$ cat src/rational_arith_unit_defines.svh
`ifndef RATIONAL_ARITH_UNIT_DEFINES_SVH
`define RATIONAL_ARITH_UNIT_DEFINES_SVH

// clocked assertion, off during reset
`ifndef ASSERT_OFF
`define RAU_ASSERT(label, prop) \
	label: assert property (@(posedge clk) disable iff (!arst_n) prop) \
	else $error("rational_arith_unit assertion failed");
`define RAU_ASSERT_IMP(label, pre, post) \
	`RAU_ASSERT(label, (pre) |-> (post))
`else
`define RAU_ASSERT(label, prop)
`define RAU_ASSERT_IMP(label, pre, post)
`endif

`endif

$ cat src/rau_pkg.sv
package rau_pkg;

	localparam int FUNC_BITS = 3;

	localparam logic [FUNC_BITS-1:0] FN_ADD = 3'd0;
	localparam logic [FUNC_BITS-1:0] FN_SUB = 3'd1;
	localparam logic [FUNC_BITS-1:0] FN_MUL = 3'd2;
	localparam logic [FUNC_BITS-1:0] FN_DIV = 3'd3;
	localparam logic [FUNC_BITS-1:0] FN_ABS = 3'd4;
	localparam logic [FUNC_BITS-1:0] FN_POW = 3'd5;

	typedef enum logic [3:0] {
		S_IDLE,
		S_M0,
		S_M1,
		S_M2,
		S_PW,
		S_RED,
		S_GCHK,
		S_GCD,
		S_QN,
		S_QD,
		S_DONE
	} state_t;

	typedef enum logic [1:0] {
		PH_RN,
		PH_RD,
		PH_BN,
		PH_BD
	} phase_t;

endpackage

$ cat src/rau_req_if.sv
interface rau_req_if #(
	parameter int WORD_BITS = 16
);
	logic                           valid;
	logic                           ready;
	logic [rau_pkg::FUNC_BITS-1:0]  func;
	logic signed [WORD_BITS-1:0]    x_num;
	logic signed [WORD_BITS-1:0]    x_den;
	logic signed [WORD_BITS-1:0]    y_num;
	logic signed [WORD_BITS-1:0]    y_den;
	logic signed [WORD_BITS-1:0]    power;

	modport source (output valid, func, x_num, x_den, y_num, y_den, power, input ready);
	modport sink (input valid, func, x_num, x_den, y_num, y_den, power, output ready);
endinterface

$ cat src/rau_rsp_if.sv
interface rau_rsp_if #(
	parameter int WORD_BITS = 16
);
	logic                        valid;
	logic                        ready;
	logic signed [WORD_BITS-1:0] res_num;
	logic signed [WORD_BITS-1:0] res_den;

	modport source (output valid, res_num, res_den, input ready);
	modport sink (input valid, res_num, res_den, output ready);
endinterface

$ cat src/rau_div.sv
module rau_div #(
	parameter int WORD_BITS = 16
) (
	input  logic                 clk,
	input  logic                 arst_n,
	input  logic                 start,
	input  logic [WORD_BITS-1:0] dividend,
	input  logic [WORD_BITS-1:0] divisor,
	output logic                 done,
	output logic [WORD_BITS-1:0] quot,
	output logic [WORD_BITS-1:0] rem
);
	localparam int CW = $clog2(WORD_BITS + 1);

	logic              busy_q;
	logic              done_q;
	logic [CW-1:0]     cnt_q;
	logic [WORD_BITS:0]   rem_q;
	logic [WORD_BITS-1:0] quo_q;
	logic [WORD_BITS-1:0] dvs_q;
	logic [WORD_BITS:0]   shifted;
	logic [WORD_BITS:0]   diff;
	logic                 ge;

	// one restoring shift-subtract step per cycle
	assign shifted = {rem_q[WORD_BITS-1:0], quo_q[WORD_BITS-1]};
	assign diff    = shifted - {1'b0, dvs_q};
	assign ge      = !diff[WORD_BITS];

	always_ff @(posedge clk or negedge arst_n) begin
		if (!arst_n) begin
			busy_q <= 1'b0;
			done_q <= 1'b0;
			cnt_q  <= '0;
		end else begin
			done_q <= 1'b0;
			if (start) begin
				busy_q <= 1'b1;
				cnt_q  <= CW'(WORD_BITS);
			end else if (busy_q) begin
				cnt_q <= cnt_q - 1'b1;
				if (cnt_q == CW'(1)) begin
					busy_q <= 1'b0;
					done_q <= 1'b1;
				end
			end
		end
	end

	always_ff @(posedge clk) begin
		if (start) begin
			quo_q <= dividend;
			rem_q <= '0;
			dvs_q <= divisor;
		end else if (busy_q) begin
			quo_q <= {quo_q[WORD_BITS-2:0], ge};
			rem_q <= ge ? diff : shifted;
		end
	end

	assign done = done_q;
	assign quot = quo_q;
	assign rem  = rem_q[WORD_BITS-1:0];

endmodule

$ cat src/rational_arith_unit.sv
// channel  dir  handshake     payload
// req      in   valid/ready   func, x_num, x_den, y_num, y_den, power
// rsp      out  valid/ready   res_num, res_den
//
// one request at a time; req.ready is high only while idle, reset returns to idle
// products on one multiplier: mul and div in states M0 and M1, add and sub
// also in M2, power in phases RN, RD, BN, BD per exponent bit; absolute skips them
// reduction: gcd steps, then the two final divisions, on one shift-subtract
// divider; zero numerators and unused codes skip it
// a finished result waits in the output register; the next request is accepted
// meanwhile and stalls before its own result only if rsp is still held
`include "rational_arith_unit_defines.svh"

module rational_arith_unit #(
	parameter int WORD_BITS = 16
) (
	input  logic      clk,
	input  logic      arst_n,
	rau_req_if.sink   req,
	rau_rsp_if.source rsp
);
	import rau_pkg::*;

	localparam int W = WORD_BITS;

	state_t state_q, state_d;
	phase_t ph_q;

	logic [FUNC_BITS-1:0] func_q;
	logic [W-1:0] xn_q, xd_q, yn_q, yd_q;
	logic [W-1:0] n_q, d_q, t_q, bn_q, bd_q, e_q;
	logic [W-1:0] mn_q, md_q, ga_q, gb_q, rn_q, rd_q;
	logic         neg_q, fpos_q;
	logic [W-1:0] res_num_q, res_den_q;
	logic         rsp_valid_q;

	logic [W-1:0]   ma, mb, prod;
	logic [2*W-1:0] prod_full;
	logic [W-1:0]   mag_n, mag_d;
	logic [W-1:0]   pw_mag;
	logic           div_start, div_done;
	logic [W-1:0]   div_a, div_b, div_quot, div_rem;
	logic           out_free;

	rau_div #(.WORD_BITS(W)) u_div (
		.clk      (clk),
		.arst_n   (arst_n),
		.start    (div_start),
		.dividend (div_a),
		.divisor  (div_b),
		.done     (div_done),
		.quot     (div_quot),
		.rem      (div_rem)
	);

	assign prod_full = ma * mb;
	assign prod      = prod_full[W-1:0];
	assign mag_n     = n_q[W-1] ? (~n_q + 1'b1) : n_q;
	assign mag_d     = d_q[W-1] ? (~d_q + 1'b1) : d_q;
	assign pw_mag    = req.power[W-1] ? (~req.power + 1'b1) : req.power;
	assign out_free  = !rsp_valid_q || rsp.ready;
	assign req.ready = (state_q == S_IDLE);

	always_comb begin
		state_d   = state_q;
		ma        = xd_q;
		mb        = yd_q;
		div_start = 1'b0;
		div_a     = ga_q;
		div_b     = gb_q;
		case (state_q)
			S_IDLE: begin
				if (req.valid) begin
					case (req.func)
						FN_ADD, FN_SUB, FN_MUL, FN_DIV: state_d = S_M0;
						FN_ABS: state_d = S_RED;
						FN_POW: state_d = S_PW;
						default: state_d = S_DONE;
					endcase
				end
			end
			S_M0: begin
				ma = xn_q;
				mb = (func_q == FN_MUL) ? yn_q : yd_q;
				state_d = S_M1;
			end
			S_M1: begin
				ma = xd_q;
				mb = (func_q == FN_MUL) ? yd_q : yn_q;
				state_d = (func_q inside {FN_ADD, FN_SUB}) ? S_M2 : S_RED;
			end
			S_M2: begin
				state_d = S_RED;
			end
			S_PW: begin
				case (ph_q)
					PH_RN: begin
						ma = n_q;
						mb = bn_q;
					end
					PH_RD: begin
						ma = d_q;
						mb = bd_q;
					end
					PH_BN: begin
						ma = bn_q;
						mb = bn_q;
					end
					default: begin
						ma = bd_q;
						mb = bd_q;
					end
				endcase
				if (e_q == '0) begin
					state_d = S_RED;
				end
			end
			S_RED: begin
				state_d = (n_q == '0) ? S_DONE : S_GCHK;
			end
			S_GCHK: begin
				div_start = 1'b1;
				if (gb_q != '0) begin
					state_d = S_GCD;
				end else begin
					div_a   = mn_q;
					div_b   = ga_q;
					state_d = S_QN;
				end
			end
			S_GCD: begin
				if (div_done) begin
					state_d = S_GCHK;
				end
			end
			S_QN: begin
				div_a = md_q;
				div_b = ga_q;
				if (div_done) begin
					div_start = 1'b1;
					state_d   = S_QD;
				end
			end
			S_QD: begin
				if (div_done) begin
					state_d = S_DONE;
				end
			end
			S_DONE: begin
				if (out_free) begin
					state_d = S_IDLE;
				end
			end
			default: state_d = S_IDLE;
		endcase
	end

	always_ff @(posedge clk or negedge arst_n) begin
		if (!arst_n) begin
			state_q     <= S_IDLE;
			rsp_valid_q <= 1'b0;
		end else begin
			state_q <= state_d;
			if (state_q == S_DONE && out_free) begin
				rsp_valid_q <= 1'b1;
			end else if (rsp.ready) begin
				rsp_valid_q <= 1'b0;
			end
		end
	end

	always_ff @(posedge clk) begin
		case (state_q)
			S_IDLE: begin
				func_q <= req.func;
				xn_q   <= req.x_num;
				xd_q   <= req.x_den;
				yn_q   <= req.y_num;
				yd_q   <= req.y_den;
				fpos_q <= (req.func == FN_ABS);
				ph_q   <= PH_RN;
				// n/d start as x for absolute, 1/1 for power, 0/1 for unknown codes
				n_q    <= (req.func == FN_ABS) ? req.x_num : W'(req.func == FN_POW);
				d_q    <= (req.func == FN_ABS) ? req.x_den : W'(1);
				rn_q   <= '0;
				rd_q   <= W'(1);
				neg_q  <= 1'b0;
				e_q    <= pw_mag;
				if (req.power[W-1]) begin
					bn_q <= req.x_den;
					bd_q <= req.x_num;
				end else begin
					bn_q <= req.x_num;
					bd_q <= req.x_den;
				end
			end
			S_M0: n_q <= prod;
			S_M1: begin
				if (func_q inside {FN_ADD, FN_SUB}) begin
					t_q <= prod;
				end else begin
					d_q <= prod;
				end
			end
			S_M2: begin
				d_q <= prod;
				n_q <= (func_q == FN_SUB) ? (n_q - t_q) : (n_q + t_q);
			end
			S_PW: begin
				if (e_q != '0) begin
					case (ph_q)
						PH_RN: begin
							if (e_q[0]) n_q <= prod;
							ph_q <= PH_RD;
						end
						PH_RD: begin
							if (e_q[0]) d_q <= prod;
							ph_q <= PH_BN;
						end
						PH_BN: begin
							bn_q <= prod;
							ph_q <= PH_BD;
						end
						default: begin
							bd_q <= prod;
							e_q  <= e_q >> 1;
							ph_q <= PH_RN;
						end
					endcase
				end
			end
			S_RED: begin
				neg_q <= !fpos_q && (n_q[W-1] != d_q[W-1]);
				mn_q  <= mag_n;
				md_q  <= mag_d;
				ga_q  <= mag_n;
				gb_q  <= mag_d;
			end
			S_GCD: begin
				if (div_done) begin
					ga_q <= gb_q;
					gb_q <= div_rem;
				end
			end
			S_QN: if (div_done) rn_q <= div_quot;
			S_QD: if (div_done) rd_q <= div_quot;
			S_DONE: begin
				if (out_free) begin
					res_num_q <= neg_q ? (~rn_q + 1'b1) : rn_q;
					res_den_q <= rd_q;
				end
			end
			default: ;
		endcase
	end

	assign rsp.valid   = rsp_valid_q;
	assign rsp.res_num = res_num_q;
	assign rsp.res_den = res_den_q;

	// divider finishes only while a division is awaited
	`RAU_ASSERT_IMP(a_div_done_expected, div_done,
		state_q == S_GCD || state_q == S_QN || state_q == S_QD)
	// gcd is never zero when the quotients start
	`RAU_ASSERT_IMP(a_gcd_nonzero, state_q == S_GCHK && gb_q == '0, ga_q != '0)
	// a new result appears only out of the done state
	`RAU_ASSERT_IMP(a_rsp_from_done, $rose(rsp_valid_q), $past(state_q) == S_DONE)
	// zero numerator always carries a unit denominator
	`RAU_ASSERT_IMP(a_zero_over_one, rsp_valid_q && res_num_q == '0, res_den_q == W'(1))

endmodule

$ cat src/flat_wrapper.sv
// flat-port wrapper written by rule: the top's interface ports become plain ports
module rational_arith_unit_flat import rau_pkg::*;
#(
	parameter int WORD_BITS = 16
)
  (clk, arst_n, req_valid, req_func, req_x_num, req_x_den, req_y_num, req_y_den, req_power, req_ready, rsp_valid, rsp_res_num, rsp_res_den, rsp_ready);
  rau_req_if #(.WORD_BITS(WORD_BITS)) req_i ();
  rau_rsp_if #(.WORD_BITS(WORD_BITS)) rsp_i ();
  input  logic clk;
  input  logic arst_n;
  input wire logic [$bits(req_i.valid)-1:0] req_valid;
  input wire logic [$bits(req_i.func)-1:0] req_func;
  input wire logic [$bits(req_i.x_num)-1:0] req_x_num;
  input wire logic [$bits(req_i.x_den)-1:0] req_x_den;
  input wire logic [$bits(req_i.y_num)-1:0] req_y_num;
  input wire logic [$bits(req_i.y_den)-1:0] req_y_den;
  input wire logic [$bits(req_i.power)-1:0] req_power;
  output wire logic [$bits(req_i.ready)-1:0] req_ready;
  output wire logic [$bits(rsp_i.valid)-1:0] rsp_valid;
  output wire logic [$bits(rsp_i.res_num)-1:0] rsp_res_num;
  output wire logic [$bits(rsp_i.res_den)-1:0] rsp_res_den;
  input wire logic [$bits(rsp_i.ready)-1:0] rsp_ready;
  assign req_i.valid = req_valid;
  assign req_i.func = req_func;
  assign req_i.x_num = req_x_num;
  assign req_i.x_den = req_x_den;
  assign req_i.y_num = req_y_num;
  assign req_i.y_den = req_y_den;
  assign req_i.power = req_power;
  assign req_ready = req_i.ready;
  assign rsp_valid = rsp_i.valid;
  assign rsp_res_num = rsp_i.res_num;
  assign rsp_res_den = rsp_i.res_den;
  assign rsp_i.ready = rsp_ready;
  rational_arith_unit #(.WORD_BITS(WORD_BITS)) u_core (.clk(clk), .arst_n(arst_n), .req(req_i), .rsp(rsp_i));
endmodule
$ cat config.mk
export PLATFORM = sky130hd
export DESIGN_NAME = rational_arith_unit_flat
export DESIGN_NICKNAME = d
export VERILOG_FILES = /design/src/rau_pkg.sv /design/src/rau_req_if.sv /design/src/rau_rsp_if.sv /design/src/rau_div.sv /design/src/rational_arith_unit.sv /design/src/flat_wrapper.sv
export VERILOG_INCLUDE_DIRS = /design/src /design/src/src
export SDC_FILE = /design/constraint.sdc
export NUM_CORES = 1
export LEC_CHECK = 0
export BUFFER_PORTS_ARGS = -buffer_cell sky130_fd_sc_hd__buf_2
export CAP_MARGIN = 25
export CORE_ASPECT_RATIO = 1.75
export CORE_UTILIZATION = 43
export CTS_BUF_LIST = sky130_fd_sc_hd__clkbuf_16
export DETAILED_ROUTE_END_ITERATION = 16
export HOLD_SLACK_MARGIN = 0.03
export PLACE_DENSITY = 0.64
export SETUP_SLACK_MARGIN = 0.15
export SLEW_MARGIN = 20
export SYNTH_ARGS = -nofsm -noshare
export SYNTH_HDL_FRONTEND = slang
export SYNTH_SLANG_ARGS = --single-unit
$ cat constraint.sdc
create_clock -name clk -period 9.12 [get_ports clk]
set_clock_uncertainty 0.05 [all_clocks]
set_input_delay 0.456 -clock clk [delete_from_list [all_inputs] [get_ports clk]]
set_output_delay 0.456 -clock clk [all_outputs]
set_load 0.005 [all_outputs]
==> results, run 1 <==
- The buffer levels on the longest clock path is 3.
- Dividing the detail-routed wire length by the instance count gives 23.3 um.
- The library cells used most frequently in the layout, excluding fill and tap cells, are sky130_fd_sc_hd__edfxtp_1 (327), sky130_fd_sc_hd__nor2_1 (229), sky130_fd_sc_hd__inv_1 (184).
- For this run, the leading register cell type out of synthesis is sky130_fd_sc_hd__edfxtp_1.
- The most frequent standard cell in the layout excluding fill and tap cells is sky130_fd_sc_hd__edfxtp_1.
- Entering global routing, the biggest net connects 74 pins.
- Counting every sink on the clock net gives 355.
- For the worst setup path, the data required time is 9.39 ns.
- By area the synthesized netlist is led by sky130_fd_sc_hd__edfxtp_1 (45%), sky130_fd_sc_hd__fa_1 (7.5%), sky130_fd_sc_hd__ha_1 (5.3%), sky130_fd_sc_hd__nor2_1 (4.0%), sky130_fd_sc_hd__xnor2_1 (3.2%).
- The layout-stage area growth over the synthesis result is 13.2%.
- The residual overflow from global routing is 0.
- In this run, synthesis produced a sequential element count of 355.
- The critical path is of the reg -> reg type.
- The clock period could shrink to 8.11 ns.
- The count of pins over their slew limit was 0.
- In this run the tightest slew margin relative to its limit is 22.7%.
- The worst hold path depth is 1.
- In this run the most critical hold path is launched from req_x_num[4].
- Summed over all layers, the routed wires come to 66500 um.
- The number of nets at the end of the flow is 2420.
- The arrival time of data at the critical path endpoint is 8.38 ns.
- For the pin with the worst max-slew slack, the measured transition is 1.15 ns.
- The vertical die dimension is 300 um.
- The global-route wire length before repair is 99300 um.
- TritonCTS built the clock tree.
- The mean instance size in the synthesized netlist is 10.8 um^2.
- The number of distinct standard cells referenced by the synthesized netlist is 78.
- Summing the sequential cell areas from Yosys gives 47.7% of the chip area.
- The routed layout has 16200 vias.
- The number of antenna violations at the first check in global routing is 1.
- The detailed-route vias per instance is 5.67.
- The final estimated routing congestion in global placement is 0.992.
- Across the run, the number of max-cap violations was 0.
- The post-detailed-route DRC marker count is 0.
- For this configuration, the core starts out at a cell density of 43.5%.
- Of the cells placed in the final design, the portion with a size suffix greater than 1 is 14.1%.
- The core footprint is 0.0503 mm^2.
- The final count of hold timing violations is 0.
- For this run, the total global-route usage over all layers was measured as 26.4%.
- The worst register-to-register path has a setup slack of 1.01 ns.
- The root buffer cell is sky130_fd_sc_hd__clkbuf_16.
- The worst register-to-register path has a depth of 26.
- The worst setup path is launched from a register.
- The final critical path takes up 88.9% of the cycle.
- The number of buffer cells added on primary ports is 120.
- The clock insertion delay at the later pin of the skew report is 0.57 ns.
- Clock-pin slew was measured on the worst setup and hold paths at 0.07 ns.
- During synthesis, Yosys emitted a total of 0 warnings.
- The number of resized instances in the post-cts repair step is 0.
- The clock tree synthesis step divided the H-tree into 2 levels.
- Setup repair after global routing left no endpoint under its margin.
- The peak fanout along the critical path is 47.
- The cell taking the most area after synthesis is sky130_fd_sc_hd__edfxtp_1.
- The synthesized netlist occupies a cell area of 0.0219 mm^2.
- When the netlist entered floorplanning its net count stood at 2281.
- Fill cells in the final layout number 4547.
- The setup fix buffers added after clock tree synthesis is 0.
- The area fraction of the dominant cell type after synthesis is 44.9%.
- The synthesized design contains 327 enable-type register cells.
- The number of global-route vias before repair is 16900.
- The floorplan step set the die width to 172 um.
- For this run, the detailed router's first-pass iteration total came to 6.
- The sum of negative setup slack is 0 ns.
- The class of the worst hold path is in -> reg.
- The flow ran to the end, and the final reports show no timing, DRC or antenna violations.
- The wire-length estimate of the detail-placed layout is 52400 um.
- The die covers 0.0518 mm^2.
- The row count is 109.
- The fmax is 0.123 GHz.
- The fraction of registers with async set or reset after synthesis is 3.38%.
- The detailed router finished its first iteration with 1160 violations.
- For this design, the CTS-stage hold fixing added 33 buffers.
- The number of routed nets with antenna violations is 0.
- The worst hold path terminates at u_core.xn_q[4]$_DFFE_PP_.
- TritonCTS created 35 clock buffers.
- The endpoint identified for the worst register-to-register timing path is u_core.n_q[15]$_DFFE_PP_.
- STA classifies the critical path endpoint as a register.
- The source of the worst register-to-register timing path is u_core.state_q[1]$_DFFE_PN0P_.
- The final count of negative-setup-slack endpoints is 0.
- Counting every instance in the synthesized netlist gives 2019.
- For this design the top-level I/O count stands at 121.
-- through the flow --
stage          hold slack, ns  util [%]  std cells  area, um^2  worst slack, ns
2_1_floorplan           0.110         -       2019       21900             1.84
3_3_place_gp            0.312      46.4       2753       23300             1.04
5_1_grt                0.0748      49.2       2852       24800            0.613
3_5_place_dp            0.313      46.4       2753       23400             1.04
4_1_cts                0.0596      49.2       2850       24700            0.978
6_report               0.0725      49.2       2853       24800             1.01
-- worst max-delay path by stage --
stage                     slack (ns)                     startpoint                       end
after floorplan                 1.84   u_core.ph_q[0]$_SDFFCE_PN0P_  u_core.n_q[15]$_DFFE_PP_
after global placement          1.04  u_core.state_q[1]$_DFFE_PN0P_  u_core.n_q[15]$_DFFE_PP_
after detailed placement        1.04  u_core.state_q[1]$_DFFE_PN0P_  u_core.n_q[15]$_DFFE_PP_
after CTS                       0.98  u_core.state_q[1]$_DFFE_PN0P_  u_core.n_q[15]$_DFFE_PP_
after global routing            0.61  u_core.state_q[1]$_DFFE_PN0P_  u_core.n_q[15]$_DFFE_PP_
final                           1.01  u_core.state_q[1]$_DFFE_PN0P_  u_core.n_q[15]$_DFFE_PP_
-- worst max-delay path, stage by stage, from the launching register on --
cell	delay, ns
sky130_fd_sc_hd__dfrtp_1	0.66
sky130_fd_sc_hd__or4b_2	1.01
sky130_fd_sc_hd__buf_12	0.28
sky130_fd_sc_hd__a211oi_1	0.43
sky130_fd_sc_hd__a221oi_2	0.08
sky130_fd_sc_hd__buf_4	0.22
sky130_fd_sc_hd__inv_1	0.10
sky130_fd_sc_hd__nand2_1	0.08
sky130_fd_sc_hd__fa_1	0.50
sky130_fd_sc_hd__inv_1	0.06
sky130_fd_sc_hd__fa_1	0.51
sky130_fd_sc_hd__inv_1	0.06
sky130_fd_sc_hd__fa_1	0.56
sky130_fd_sc_hd__fa_1	0.44
sky130_fd_sc_hd__fa_1	0.49
sky130_fd_sc_hd__fa_1	0.39
sky130_fd_sc_hd__xor2_1	0.16
sky130_fd_sc_hd__xnor2_1	0.18
sky130_fd_sc_hd__xnor2_1	0.15
sky130_fd_sc_hd__xnor2_1	0.15
sky130_fd_sc_hd__xnor2_1	0.15
sky130_fd_sc_hd__xnor3_1	0.26
sky130_fd_sc_hd__xnor3_1	0.27
sky130_fd_sc_hd__xor2_1	0.23
sky130_fd_sc_hd__inv_2	0.08
sky130_fd_sc_hd__a22oi_1	0.18
sky130_fd_sc_hd__o21ai_1	0.08
-- metal layers --
layer | vias up | part of all wire (%) | GRT usage [%] | routed length [um]
met1 | 7878 | 32 | 25.6 | 21300
met5 | - | 0 | 0 | 0
met4 | 0 | 10 | 23.3 | 6660
met2 | 605 | 53 | 48.5 | 35500
met3 | 222 | 4.5 | 2.86 | 3000
li1 | 7458 | - | - | -
-- layout make-up --
class / instances / area (um^2) / area share [%]
timing repair buffer: 194 / 1250 / 5.07
antenna: 2 / 5.00 / 0.0202
clock buffer: 35 / 876 / 3.54
multi-input combinational: 1392 / 10500 / 42.4
inverter: 180 / 676 / 2.73
sequential: 355 / 10400 / 42.2
clock inverter: 29 / 179 / 0.723
tap: 666 / 833 / 3.37
-- logic make-up (layout without fill, tap and decap cells) --
group	after synthesis	count (layout)	synth area share (%)
flip-flops	355	355	47.7
XOR/XNOR	128	128	5.45
adder cells (fa/ha/maj)	175	175	12.8
AO/OA/AOI/OAI	370	370	11.4
multiplexers	88	88	4.25
other	0	2	0
buffers and inverters	272	438	4.73
AND/OR/NAND/NOR	631	631	13.6
-- Yosys cell counts (all sizes together) (43+ instances only) --
cell type,n
mux2i,49
edfxtp,327
fa,82
nor2,233
o21ai,83
xor2,43
a21oi,82
nand2,144
ha,93
xnor2,80
clkbuf,73
inv,179
Power of run 1 is not shown: default switching activity piles up to over one toggle a cycle in this logic, so the estimate is an artifact.
==> run 2, diff against run 1 <==
PLACE_DENSITY = 0.65   (was 0.64)
==> run 2 against run 1 <==
Compared with the run above:
- cell count shrank 0.28%
- first-iteration DRC count fell by 3.2%
- critical path depth fell by 3
- sequential share of layout area shrank 0.15 points
- worst setup slack got worse by 0.25 ns
- count of clock-buffer cells in the layout unchanged
- flip-flop and latch count stayed put
- utilization rose by 0.17 points
- global-route usage decreased by 0.57 points
- critical endpoint unchanged
==> results, run 2 (synthesized netlist as in run 1, its figures left out) <==
- The residual overflow from global routing is 0 (unchanged).
- The vertical die dimension is 300 um (unchanged).
- The buffer levels on the longest clock path is 3 (unchanged).
- The sum of negative setup slack is 0 ns (unchanged).
- The number of nets at the end of the flow is 2420 (unchanged).
- The die area is 0.0518 mm^2 (unchanged).
- The clock insertion delay at the later pin of the skew report is 0.57 ns (about the same).
- The number of routed nets with antenna violations is 0 (unchanged).
- The core footprint is 0.0503 mm^2 (unchanged).
- The required time of the worst setup path came to 9.39 ns (about the same).
- The number of clock sinks seen by CTS is 355 (unchanged).
- The fmax came to 0.120 GHz (was 0.123 GHz).
- The beginning of the worst hold path is req_y_num[3] (was req_x_num[4]).
- The most frequent standard cell in the layout excluding fill and tap cells is sky130_fd_sc_hd__edfxtp_1 (unchanged).
- The root buffer cell is sky130_fd_sc_hd__clkbuf_16 (unchanged).
- The fraction of layout instances using a drive strength above 1 came to 13.9% (was 14.1%).
- The final count of hold timing violations is 0 (unchanged).
- The cell area after layout is 0.0248 mm^2 (about the same).
- The post-placement cell area is 0.0233 mm^2 (was 0.0234 mm^2).
- The number of antenna violations at the first check in global routing came to 0 (was 1).
- The layout-stage area growth over the synthesis result is 13.6% (was 13.2%).
- The number of detailed-routing iterations run before antenna repair is 6 (unchanged).
- The count of H-tree levels built during CTS is 2 (unchanged).
- The number of global-route vias before repair is 16600 (was 16900).
- The floorplan die width is 172 um (unchanged).
- The number of buffer cells added on primary ports is 120 (unchanged).
- The type of origin of the critical path is a register (unchanged).
- The final count of negative-setup-slack endpoints is 0 (unchanged).
- The class of the worst hold path is in -> reg (unchanged).
- The count of pins over their slew limit came to 0 (unchanged).
- The largest net degree at the start of global routing is 74 (unchanged).
- The global router's overall resource usage is 25.8% (was 26.4%).
- The number of fillers in the final layout is 4554 (was 4547).
- The HPWL after detailed placement came to 51100 um (was 52400 um).
- The clock tree from TritonCTS is done (unchanged).
- The worst-case register-to-register setup slack is 0.76 ns (was 1.01 ns).
- The headroom to the max-slew limit came to 27.2% (was 22.7%).
- The peak fanout along the critical path is 22 (was 47).
- The final worst-path cycle share is 91.7% (was 88.9%).
- The number of buffers inserted for hold repair after clock tree synthesis is 32 (was 33).
- The CTS clock-pin slew for the worst setup and hold paths is 0.07 ns (about the same).
- The slew at the pin with the worst max-slew slack is 1.09 ns (was 1.15 ns).
- The row count came to 109 (unchanged).
- The launching instance or port of the critical path is u_core.state_q[1]$_DFFE_PN0P_ (unchanged).
- The share of the core filled with cells was 49.4% (was 49.2%).
- The detailed-route vias per instance came to 5.68 (was 5.67).
- The number of diodes added for antenna fixing is 0 (was 2).
- The source of the worst register-to-register timing path is u_core.state_q[1]$_DFFE_PN0P_ (unchanged).
- The setup fix buffers added after clock tree synthesis is 0 (unchanged).
- The final estimated routing congestion in global placement is 0.945 (was 0.992).
- The TritonCTS buffer count came to 35 (unchanged).
- Run status: complete, no violations (unchanged).
- The routed wire length per instance came to 23.0 um (was 23.3 um).
- The post-detailed-route DRC marker count came to 0 (unchanged).
- The sum of routed wire length over all layers is 65600 um (was 66500 um).
- The global-route wire length before repair was 97500 um (was 99300 um).
- The number of top-level pins is 121 (unchanged).
- Commonest non-fill, non-tap cells in the layout: sky130_fd_sc_hd__edfxtp_1 (327), sky130_fd_sc_hd__nor2_1 (230), sky130_fd_sc_hd__inv_1 (182) (was sky130_fd_sc_hd__edfxtp_1 (327), sky130_fd_sc_hd__nor2_1 (229), sky130_fd_sc_hd__inv_1 (184)).
- The endpoint kind of the worst setup timing path is a register (unchanged).
- The starting density of the core was 43.5% (unchanged).
- The iteration-0 DRC count of the detailed router is 1123 (was 1160).
- The shortest clock period the worst path allows after layout is 8.36 ns (was 8.11 ns).
- The critical path start-end classification is reg -> reg (unchanged).
- The number of resized instances in the post-cts repair step came to 0 (unchanged).
- The number of max-cap violations is 0 (unchanged).
- The arrival time of data at the critical path endpoint was 8.63 ns (was 8.38 ns).
- Unrepaired setup endpoints after global routing: false (unchanged).
- The via count is 16200 (about the same).
==> run 2: changes by cell type in the layout (fill, tap and decap cells not counted), sizes merged, moves of 2 or more <==
| cell | delta |
|---|---|
| clkinv | -9 |
| bufinv | +6 |
| diode | -2 |
| inv | -4 |
==> run 2: worst paths after layout <==
kind / cells after the start / end
max in group asynchronous: 2 / u_core.state_q[1]$_DFFE_PN0P_
worst min register to register: 0 / u_core.rsp.res_den[9]$_DFFE_PP_
worst min-delay path: 1 / u_core.yn_q[3]$_DFFE_PP_
worst max register to register: 23 / u_core.n_q[15]$_DFFE_PP_
worst max-delay path: 23 / u_core.n_q[15]$_DFFE_PP_
min in group asynchronous: 2 / u_core.u_div.busy_q$_DFF_PN0_
==> run 2: layout make-up <==
class | instances | area [um^2] | share of cell area [%]
multi-input combinational | 1392 | 10500 | 42.2
sequential | 355 | 10400 | 42.0
timing repair buffer | 194 | 1240 | 4.98
clock buffer | 35 | 876 | 3.53
tap | 666 | 833 | 3.35
inverter | 180 | 676 | 2.72
clock inverter | 23 | 307 | 1.23
==> run 2: layer usage <==
metal	up-vias	share of wire [%]	GRT usage [%]	wire, um
li1	7433	-	-	-
met3	193	5.0	2.99	3300
met2	601	54	49.5	35700
met1	7930	32	24.9	21300
met5	-	0	0	0
met4	0	8.0	18.3	5250
==> run 2: through the flow <==
stage               setup slack (ns)  hold slack [ns]  std cells
floorplan                       1.84            0.110       2019
global placement               0.952            0.326       2755
detailed placement             0.778            0.329       2755
CTS                            0.768           0.0389       2845
global route                   0.200           0.0368       2845
finish                         0.761           0.0572       2845
==> run 2: worst max-delay path: stages, from the launching register on <==
cell and delay [ns]:
sky130_fd_sc_hd__dfrtp_1 0.68, sky130_fd_sc_hd__nand2b_1 0.35, sky130_fd_sc_hd__or4_1 0.84, sky130_fd_sc_hd__and3_1 0.31, sky130_fd_sc_hd__nor2_1 0.71, sky130_fd_sc_hd__nor2_1 0.16, sky130_fd_sc_hd__fa_1 0.54, sky130_fd_sc_hd__inv_1 0.05
sky130_fd_sc_hd__fa_1 0.47, sky130_fd_sc_hd__fa_1 0.50, sky130_fd_sc_hd__fa_1 0.57, sky130_fd_sc_hd__fa_1 0.43, sky130_fd_sc_hd__fa_1 0.39, sky130_fd_sc_hd__xor2_1 0.16, sky130_fd_sc_hd__xnor2_1 0.19, sky130_fd_sc_hd__xnor2_1 0.15
sky130_fd_sc_hd__xnor2_1 0.16, sky130_fd_sc_hd__xnor2_1 0.16, sky130_fd_sc_hd__xnor3_1 0.24, sky130_fd_sc_hd__xnor3_1 0.27, sky130_fd_sc_hd__xor2_1 0.37, sky130_fd_sc_hd__inv_2 0.08, sky130_fd_sc_hd__a22oi_1 0.20, sky130_fd_sc_hd__o21ai_1 0.09
Power of run 2 is left out for the same reason.
